**config.mk**
```make
export PLATFORM = sky130hd
export DESIGN_NAME = dmps_ctrl
export DESIGN_NICKNAME = d
export VERILOG_FILES = /design/src/design/dmps_pkg.sv /design/src/design/dmps_ctrl.sv
export SDC_FILE = /design/constraint.sdc
export NUM_CORES = 1
export LEC_CHECK = 0
export ABC_CLOCK_PERIOD_IN_PS = 4800
export BUFFER_PORTS_ARGS = -buffer_cell sky130_fd_sc_hd__buf_4
export CORE_AREA = 2 2 61 63
export CTS_CLUSTER_DIAMETER = 50
export DETAILED_ROUTE_END_ITERATION = 10
export DIE_AREA = 0 0 63 65
export GPL_TIMING_DRIVEN = 1
export PLACE_DENSITY = 0.75
export SYNTH_ARGS = -nofsm -noshare
export SYNTH_HDL_FRONTEND = slang
export SYNTH_SLANG_ARGS = --single-unit
```
**constraint.sdc**
```tcl
create_clock -name clk -period 4.8 [get_ports clk]
set_input_delay 0.72 -clock clk [delete_from_list [all_inputs] [get_ports clk]]
set_output_delay 0.72 -clock clk [all_outputs]
set_load 0.05 [all_outputs]
```
**src/design/dmps_pkg.sv**
```systemverilog
// Package for the disjoint min-pair selector: shared widths, command and
// status structs. No dependencies.
`default_nettype none
package dmps_pkg;
    localparam int IDX_BITS = 6;
    localparam int LIMIT_BITS = 6;
    localparam int MAX_OUT = 32;
    localparam int DEF_MAX_NODES = 64;
    localparam int DEF_HEAP_DEPTH = 2048;
    localparam int DEF_SCORE_BITS = 48;

    typedef struct packed {
        logic load;        // write incoming item at count+1
        logic clear_taken; // clear taken marks
        logic sift_start;  // start sift at start slot
        logic pop_start;   // move last to top, then sift from slot 1
        logic mark;        // mark top pair taken
        logic end_run;     // count back to zero
    } dmps_cmd_t;

    typedef struct packed {
        logic sift_busy;
        logic heap_empty;
        logic top_free;
        logic heap_full;
    } dmps_sts_t;
endpackage
`default_nettype wire

```
**src/design/dmps_ctrl.sv**
```systemverilog
// Controller: sequences load, heap build, pops and pair output.
// Depends on dmps_pkg.
`default_nettype none
module dmps_ctrl #(
    parameter int HEAP_DEPTH = dmps_pkg::DEF_HEAP_DEPTH
) (
    input  wire logic                          clk,
    input  wire logic                          rst_n,
    input  wire logic                          in_valid,
    output logic                               in_ready,
    input  wire logic                          in_last,
    input  wire logic [dmps_pkg::LIMIT_BITS-1:0] limit,
    input  wire dmps_pkg::dmps_sts_t           sts,
    input  wire logic [$clog2(HEAP_DEPTH)-1:0] count,
    output dmps_pkg::dmps_cmd_t                cmd,
    output logic [$clog2(HEAP_DEPTH)-1:0]      sift_from,
    output logic                               emit,
    output logic                               push,
    output logic                               emit_last,
    input  wire logic                          out_free
);
    import dmps_pkg::*;
    localparam int AW = $clog2(HEAP_DEPTH);

    typedef enum logic [5:0] {
        C_LOAD  = 6'b000001, C_BUILD = 6'b000010, C_BWAIT = 6'b000100,
        C_SEL   = 6'b001000, C_PWAIT = 6'b010000, C_DONE = 6'b100000
    } ctrl_state_t;

    ctrl_state_t st_reg, st_next;
    logic [AW-1:0] h_reg, h_next;
    logic [5:0]    n_reg, n_next;
    logic [5:0]    lim;

    assign lim = (limit == '0) ? 6'd1 : ((limit > 6'd32) ? 6'd32 : limit);

    always_comb
    begin
        st_next = st_reg;
        h_next = h_reg;
        n_next = n_reg;
        cmd = '0;
        in_ready = 1'b0;
        emit = 1'b0;
        push = 1'b0;
        emit_last = 1'b0;
        sift_from = h_reg;
        unique case (st_reg)
            C_LOAD:
            begin
                in_ready = 1'b1;
                if (in_valid)
                begin
                    cmd.load = !sts.heap_full;
                    if (in_last)
                    begin
                        st_next = C_BUILD;
                        n_next = '0;
                    end
                end
            end
            C_BUILD:
            begin
                cmd.clear_taken = 1'b1;
                h_next = count >> 1;
                st_next = C_BWAIT;
            end
            C_BWAIT:
            begin
                if (!sts.sift_busy)
                begin
                    if (h_reg == '0)
                    begin
                        // one extra pass on slot 1 loads the top register
                        cmd.sift_start = !sts.heap_empty;
                        sift_from = AW'(1);
                        st_next = sts.heap_empty ? C_DONE : C_PWAIT;
                    end
                    else
                    begin
                        cmd.sift_start = 1'b1;
                        h_next = h_reg - AW'(1);
                    end
                end
            end
            C_PWAIT:
            begin
                if (!sts.sift_busy)
                begin
                    st_next = C_SEL;
                end
            end
            C_SEL:
            begin
                // the held pair goes out flagged once no more pairs follow
                if (sts.heap_empty || n_reg == lim)
                begin
                    if (n_reg == '0)
                    begin
                        st_next = C_DONE;
                    end
                    else if (out_free)
                    begin
                        push = 1'b1;
                        emit_last = 1'b1;
                        st_next = C_DONE;
                    end
                end
                else if (sts.top_free)
                begin
                    if (n_reg == '0 || out_free)
                    begin
                        emit = 1'b1;
                        push = (n_reg != '0);
                        cmd.mark = 1'b1;
                        n_next = n_reg + 6'd1;
                        cmd.pop_start = 1'b1;
                        st_next = C_PWAIT;
                    end
                end
                else
                begin
                    cmd.pop_start = 1'b1;
                    st_next = C_PWAIT;
                end
            end
            C_DONE:
            begin
                cmd.end_run = 1'b1;
                st_next = C_LOAD;
            end
            default: st_next = C_LOAD;
        endcase
    end

    always_ff @(posedge clk or negedge rst_n)
    begin
        if (!rst_n)
        begin
            st_reg <= C_LOAD;
            h_reg <= '0;
            n_reg <= '0;
        end
        else
        begin
            st_reg <= st_next;
            h_reg <= h_next;
            n_reg <= n_next;
        end
    end
endmodule
`default_nettype wire

```
**Word-level counts from Yosys, hierarchy flattened**

Index checks and enable logic that the tools add are counted.
Widths: inputs -> output; s select.

- Register bits: 23
- Bits in writable memories: 0
- Output and inout port bits: 21
- Memories: 0
- Logic and storage cells: 88
- ROM bits: 0
- Bits in latches: 0
- Bits of input ports: 26

- Equal/unequal tests: 18
- Add/subtract/negate cells: 2
- Bitwise logic cells: 0
- $lt $le $gt $ge: 1
- Divide/modulo/power cells: 0
- Reductions and logical operators: 13
- Shift operators: 0
- Muxes and demuxes: 51
- Multiply operators: 0

Operators by type and width:

| operator | count |
|---|---|
| $mux 6 | 18 |
| $mux 11 | 5 |
| $pmux 6 s5 | 1 |
| $mux 1 | 22 |
| $pmux 11 s2 | 1 |
| $ne 2x2->1 const B | 9 |
| $logic_not 6->1 | 2 |
| $pmux 6 s2 | 1 |
| $logic_not 11->1 | 1 |
| $sub 11x1->11 const B | 1 |
| $ne 4x4->1 const B | 2 |
| $reduce_and 7->1 | 1 |
| $add 6x1->6 const B | 1 |
| $eq 6x1->1 const B | 1 |
| $eq 6x2->1 const B | 1 |
| $eq 6x3->1 const B | 1 |
| $eq 6x4->1 const B | 1 |
| $eq 6x5->1 const B | 1 |
| $eq 6x6->1 | 1 |
| $eq 6x6->1 const B | 1 |
| $gt 6x6->1 const B | 1 |
| $mux 2 | 3 |
| $reduce_and 6->1 | 1 |
| $reduce_bool 6->1 | 1 |
| other kinds (4) | 7 |

**Depth between registers and ports, before layout**

Gate-level depths: netlist of the first run.

- Depth in word-level cells: 7
- Gate-level depth with buffers: 9
- Depth with buffers taken out: 8

**Worst setup path after synthesis of the first run**

No wires, ideal clock.

- Path kind: input to output
- Start: in limit[1] in the netlist's numbering
- End: out cmd[2] in the netlist's numbering
- Slack: 1.114 ns
- Stages on the path: 5
- Arrival: 2.966 ns
- Required time: 4.080 ns
- Cells stage by stage: nor4_1 nand2_1 a31oi_1 nor3_1 nor4bb_1

RTL lines:

| what | RTL line | source |
|---|---|---|
| start, declared | dmps_ctrl.sv:12 | `input wire logic [dmps_pkg::LIMIT_BITS-1:0] limit,` |
| end, declared | dmps_ctrl.sv:15 | `output dmps_pkg::dmps_cmd_t cmd,` |

==> impl_metrics.json, run 1 <==
{
  "drt_iter0_drc": 125,
  "cts_sinks": 23,
  "clk_pin_slew_ns": 0.14,
  "ys.flop_type": "dfrtp_1",
  "vias": 1575,
  "die_w_um": 63,
  "post_drt_via_cell_ratio": 5.507,
  "postSynthCellCount": 206,
  "period_needed_ns": 3.453,
  "cts.path.max_buffers": 2,
  "hold_viol_final": 0,
  "path_class": "flop to output pin",
  "root_buffer": "clkbuf_4",
  "core-area_mm2": 0.003496,
  "ctsHtreeMaxLevel": 1,
  "row_count": 22,
  "first_pass_iters": 4,
  "status": "finished clean",
  "synth_cell_types": 59,
  "area_growth_pct": 21.31,
  "cp.arrival_ns": 2.73,
  "min_path_type": "input pin to asynchronous set/reset pin",
  "postCtsSetupBuffers": 0,
  "die_area_mm2": 0.004095,
  "finalWirelength_um": 3684,
  "rsz0062_at_grt": "false",
  "place_congestion": 0.8310,
  "relSlewSlack_pct": 43.83,
  "drive_gt1_share_pct": 25.63,
  "synth_area_mm2": 0.001668,
  "synth_top_family_by_area": "simple AND/OR/NAND/NOR gates",
  "synth_simple_gate_area_share_pct": 26.18,
  "crit_required_ns": 4.08,
  "port_buffers": 45,
  "leakage_nw": 0.9070,
  "grt_max_degree": 26,
  "setup_viol": 0,
  "drv_cap": 0,
  "synthTopCellsByCount": "dfrtp_1, nand2_1, nor2_1",
  "skew_ns": 0.007675,
  "synth.area.top_cells": "dfrtp_1, nand2_1, o21ai_0",
  "post-route-period-util_pct": 71.93,
  "yosys.area.top_type": "dfrtp_1",
  "syn_area_per_cell_um2": 8.096,
  "finalWorstSetupSlack_ns": 1.347,
  "ys_ff_latch": 23,
  "drv_slew": 0,
  "synthAdderAreaFrac_pct": 2.251,
  "ctsResizeCount": 0,
  "power_density_mw_per_mm2": 451.3,
  "pin_count": 47,
  "power_uw": 913.1,
  "groute.usage.overall_pct": 18.71,
  "drtAntennaViolNets": 0,
  "detail_route.wl_per_cell_um": 12.88,
  "multi_input_area_um2": 949.7,
  "synth-compound-area-share_pct": 25.66,
  "numCtsBuffers": 3,
  "vdd_drop_max_uv": 174.9,
  "fin_hold_ws_ns": 0.2729,
  "hpwl_um": 2818,
  "initial_core_util_pct": 47.71,
  "ys_seq_area_share_pct": 34.58,
  "setup.worst_path.start_class": "flop",
  "rrSetupSlack_ns": 2.00,
  "nFillCells": 333,
  "seq_area_um2": 576.8,
  "synth_xor_area_share_pct": 1.575,
  "drc": 0,
  "grt_pass1_vias": 1410,
  "crit_path_max_fanout": 25,
  "dp_slack_ns": 1.474,
  "async_reset_ff_share_pct": 100.0,
  "die_h_um": 65,
  "largest_register_ffs": 11,
  "synth_top_cell_area_share_pct": 33.01,
  "yosys_warnings": 0,
  "endpoint_kind": "output pin",
  "cts_tree": "built",
  "max_clock_freq_mhz": 289.6,
  "grt-ovfl-total": 0,
  "grt_pass1_wl_um": 6216,
  "nNetsFinal": 268,
  "synthMuxAreaShare_pct": 1.275,
  "antenna_found_initial": 0,
  "clk_latency_ns": 0.31,
  "synth_edf_count": 0,
  "syn_nets": 235,
  "tightest_slew_ns": 0.8426,
  "cts_hold_buf": 0,
  "worstRegToRegCells": 5,
  "diodes": 0,
  "final.setup.tns_ns": 0
}
where the power goes:
group | internal (mW) | switching [mW]
Sequential | 0.246 | 0.0604
Combinational | 0.183 | 0.331
Clock | 0.0311 | 0.0617
Total | 0.460 | 0.453
stage by stage:
stage / area [um2] / util [%] / instances
6_report: 2023 / 57.87 / 286
4_1_cts: 2023 / 57.87 / 286
2_1_floorplan: 1668 / - / 206
3_3_place_gp: 1996 / 57.09 / 282
5_1_grt: 2023 / 57.87 / 286
3_5_place_dp: 1996 / 57.09 / 282
cells in the final DEF (no fill, tap or decap), types with 5 or more instances in the layout:
master,count
o211ai_1,5
nor3_1,7
inv_1,15
o21ai_0,13
buf_4,47
nor2_1,17
a21oi_1,11
dfrtp_1,22
nand2_1,22
worst max-delay path, stage by stage (launching register included):
cell      delay, ns
dfrtp_1        0.44
or4_4          0.56
or3b_1         0.74
a211oi_1       0.42
buf_4          0.26
logic make-up (layout without fill, tap and decap cells):
kind of cell | after synthesis | count (layout)
and+or+nand+nor | 81 | 81
AOI/OAI and AO/OA | 60 | 60
buffers and inverters | 34 | 66
DFF | 23 | 23
adders and majority gates | 3 | 3
xor gates and xnor gates | 3 | 3
muxes | 2 | 2
worst paths after layout:
kind	endpoint	startpoint
worst max-delay path	cmd[3]	st_reg[1]$_DFFE_PN0P_
worst min-delay path	n_reg[2]$_DFFE_PN0P_	rst_n
worst max register to register	h_reg[5]$_DFFE_PN0P_	st_reg[1]$_DFFE_PN0P_
worst min register to register	h_reg[4]$_DFFE_PN0P_	h_reg[4]$_DFFE_PN0P_
max in group asynchronous	st_reg[0]$_DFFE_PN1P_	rst_n
min in group clk	h_reg[4]$_DFFE_PN0P_	h_reg[4]$_DFFE_PN0P_
layer usage:
| layer | part of all wire [%] | wire, um | GRT usage (%) | up-vias |
|---|---|---|---|---|
| met3 | 3.1 | 114 | 2.083 | 2 |
| li1 | - | - | - | 807 |
| met5 | 0 | 0 | 0 | - |
| met2 | 49 | 1820 | 32.18 | 29 |
| met1 | 47 | 1727 | 25.30 | 737 |
| met4 | 0.60 | 22 | 4.167 | 0 |
layout make-up:
class / count / share of cell area (%)
Clock buffer: 3 / 1.113
Clock inverter: 1 / 0.2474
Inverter: 15 / 2.783
Tap cell: 48 / 2.968
Timing Repair Buffer: 47 / 17.44
Multi-Input combinational cell: 149 / 46.94
Sequential cell: 23 / 28.51
Power figures use the tool's default switching activity.
==> run 2: changes to the inputs <==
ABC_AREA = 1   (was default)
ABC_CLOCK_PERIOD_IN_PS = 3100   (was 4800)
CORE_AREA = 2 2 66 68   (was 2 2 61 63)
DIE_AREA = 0 0 68 70   (was 0 0 63 65)
PLACE_DENSITY = 0.74   (was 0.75)
clock period = 3.1 ns   (was 4.8 ns; I/O delays follow)
==> impl_metrics.json, run 2 <==
{
  "status": "finished clean",
  "crit_buf_inv": 2,
  "grt_pass1_vias": 1616,
  "clock_power_share_pct": 10.3,
  "ys_seq_area_share_pct": 30.63,
  "grt_pass1_wl_um": 6906,
  "synth.area.top_cells": "dfrtp_1, nand2_1, inv_1",
  "antenna_found_initial": 0,
  "cp_slowest_cell": "dfrtp_1",
  "largest_register_ffs": 11,
  "drv_slew": 0,
  "met2_usage_pct": 31.39,
  "ys.flop_type": "dfrtp_1",
  "synth_cell_types": 39,
  "first_pass_iters": 4,
  "root_buffer": "clkbuf_8",
  "crit_path_max_fanout": 5,
  "nNetsFinal": 320,
  "swShare_pct": 53.56,
  "post-route-period-util_pct": 80.33,
  "row_count": 24,
  "grt_max_degree": 24,
  "setup_viol": 0,
  "hpwl_um": 3068,
  "cts_hold_buf": 0,
  "cts_tree": "built",
  "layout_common_cells": "nand2_1, buf_4, inv_1",
  "rsz0062_at_grt": "false",
  "grt_use_met3_pct": 3.865,
  "clk_pin_slew_ns": 0.08,
  "tightest_slew_ns": 0.5064,
  "core-area_mm2": 0.004144,
  "setup.worst_path.start_class": "flop",
  "max_stage_delay_ns": 0.38,
  "ctsHtreeMaxLevel": 1,
  "port_buffers": 45,
  "grt-busiest-layer": "met2",
  "diodes": 0,
  "min_path_type": "input pin to asynchronous set/reset pin",
  "period_needed_ns": 2.490,
  "ctsResizeCount": 0,
  "cp.arrival_ns": 2.03,
  "syn_area_per_cell_um2": 7.414,
  "ys_ff_latch": 23,
  "numCtsBuffers": 3,
  "cp_top_family": "simple AND/OR/NAND/NOR gates",
  "cts.path.max_buffers": 2,
  "area_growth_pct": 19.53,
  "endpoint_kind": "output pin",
  "postCtsSetupBuffers": 0,
  "layout_commonest_cell": "nand2_1",
  "cts_sinks": 23,
  "fin_area_mm2": 0.002251,
  "drc": 0,
  "async_reset_ff_share_pct": 100.0,
  "pin_count": 47,
  "synth_top_cell_area_share_pct": 29.24,
  "dp_slack_ns": 0.8912,
  "p_sw_uw": 952.3,
  "initial_core_util_pct": 45.44,
  "clk_latency_ns": 0.26,
  "post_drt_via_cell_ratio": 5.035,
  "power_density_mw_per_mm2": 789.9,
  "die_w_um": 68,
  "synth_most_common_cell": "nand2_1",
  "p_comb_share_pct": 61.9,
  "groute.usage.overall_pct": 18.13,
  "p_int_uw": 825.7,
  "seq_area_um2": 576.8,
  "multi_input_area_mm2": 0.001099,
  "place_congestion": 0.8218,
  "synth_area_mm2": 0.001883,
  "cp_cell_sequence": "inv_1 -> ha_1 -> nand4_4 -> nor2_4 -> nand3_4 -> o21ai_0 -> buf_4",
  "seqPwrFrac_pct": 27.8,
  "drv_cap": 0,
  "synth_edf_count": 0,
  "crit_required_ns": 2.63,
  "nFillCells": 412,
  "dpl-instance-area_mm2": 0.002206,
  "yosys.area.top_type": "dfrtp_1",
  "synthTopCellsByCount": "nand2_1, inv_1, dfrtp_1",
  "grt-ovfl-total": 0,
  "drt_iter0_drc": 77,
  "drtAntennaViolNets": 0,
  "fin_hold_ws_ns": 0.07785,
  "final.setup.tns_ns": 0,
  "syn_nets": 283,
  "path_class": "flop to output pin",
  "max_clock_freq_mhz": 401.6,
  "finalWirelength_um": 3877,
  "drive_gt1_share_pct": 31.38,
  "detail_route.wl_per_cell_um": 11.34,
  "yosys_warnings": 0,
  "hold_viol_final": 0,
  "grtUsageMet1_pct": 22.90,
  "die_h_um": 70,
  "leakage_nw": 1.122,
  "die_area_mm2": 0.004760,
  "vdd_drop_max_uv": 326.2,
  "relSlewSlack_pct": 65.98,
  "postSynthCellCount": 254,
  "finalWorstSetupSlack_ns": 0.6098,
  "vias": 1722,
  "skew_ns": 0.003208
}
==> run 2: changes by cell type after synthesis, moves of 4 or more <==
cell	previous run	this run
o22ai_1	4	0
nand3_1	4	15
nand4_1	0	7
nand2_2	0	9
nor2_4	0	4
nor2_2	1	6
o21ai_2	1	6
inv_1	15	28
clkbuf_1	14	7
nand2_1	22	57
o211ai_1	5	1
nand3_4	0	5
or3_1	4	0
==> run 2: final timing paths <==
check / from / to / slack (ns) / cells past startpoint
max: h_reg[0]$_DFFE_PN0P_ / sift_from[0] / 0.61 / 7
min: rst_n / h_reg[7]$_DFFE_PN0P_ / 0.08 / 1
max reg2reg: h_reg[0]$_DFFE_PN0P_ / h_reg[8]$_DFFE_PN0P_ / 1.18 / 9
min reg2reg: h_reg[1]$_DFFE_PN0P_ / h_reg[1]$_DFFE_PN0P_ / 0.54 / 2
max in group asynchronous: rst_n / st_reg[0]$_DFFE_PN1P_ / 2.73 / 1
min in group clk: count[8] / h_reg[7]$_DFFE_PN0P_ / 0.45 / 3
==> run 2: area by class of cell <==
class / count / share of cell area, %
multi-input cells: 185 / 48.80
repair buffers: 45 / 15.01
flip-flops and latches: 23 / 25.63
clock buffers: 4 / 2.001
inverters: 33 / 5.670
well taps: 52 / 2.890
==> run 2: per-layer routing <==
metal | vias to the layer above | part of all wire (%)
met3 | 4 | 3.3
met5 | - | 0
li1 | 895 | -
met2 | 22 | 51
met1 | 801 | 45
met4 | 0 | 0.72
==> run 2: stage by stage <==
step	total power, mW	cells	utilization, %
finish	1.778	342	54.32
global placement	1.582	338	53.23
CTS	1.793	342	54.32
detailed placement	1.605	338	53.23
floorplan	1.393	254	-
global route	1.910	342	54.32
==> run 2: cells by family (layout without fill, tap and decap cells) <==
kind of cell	count (synthesis)	in the layout	share of synthesized area [%]
compound gates	41	41	13.75
xor+xnor	4	4	1.860
fa+ha+maj	3	3	1.994
buf+inv	46	82	11.03
flops	23	23	30.63
mux	1	1	0.5316
simple gates	136	136	40.20
==> run 2: power groups by stage <==
stage               Clock [mW]  Sequential, mW  Combinational (mW)
floorplan                    0           0.479               0.914
global placement             0           0.497                1.08
detailed placement           0           0.500                1.11
CTS                      0.190           0.494                1.11
global route             0.198           0.510                1.20
finish                   0.183           0.494                1.10
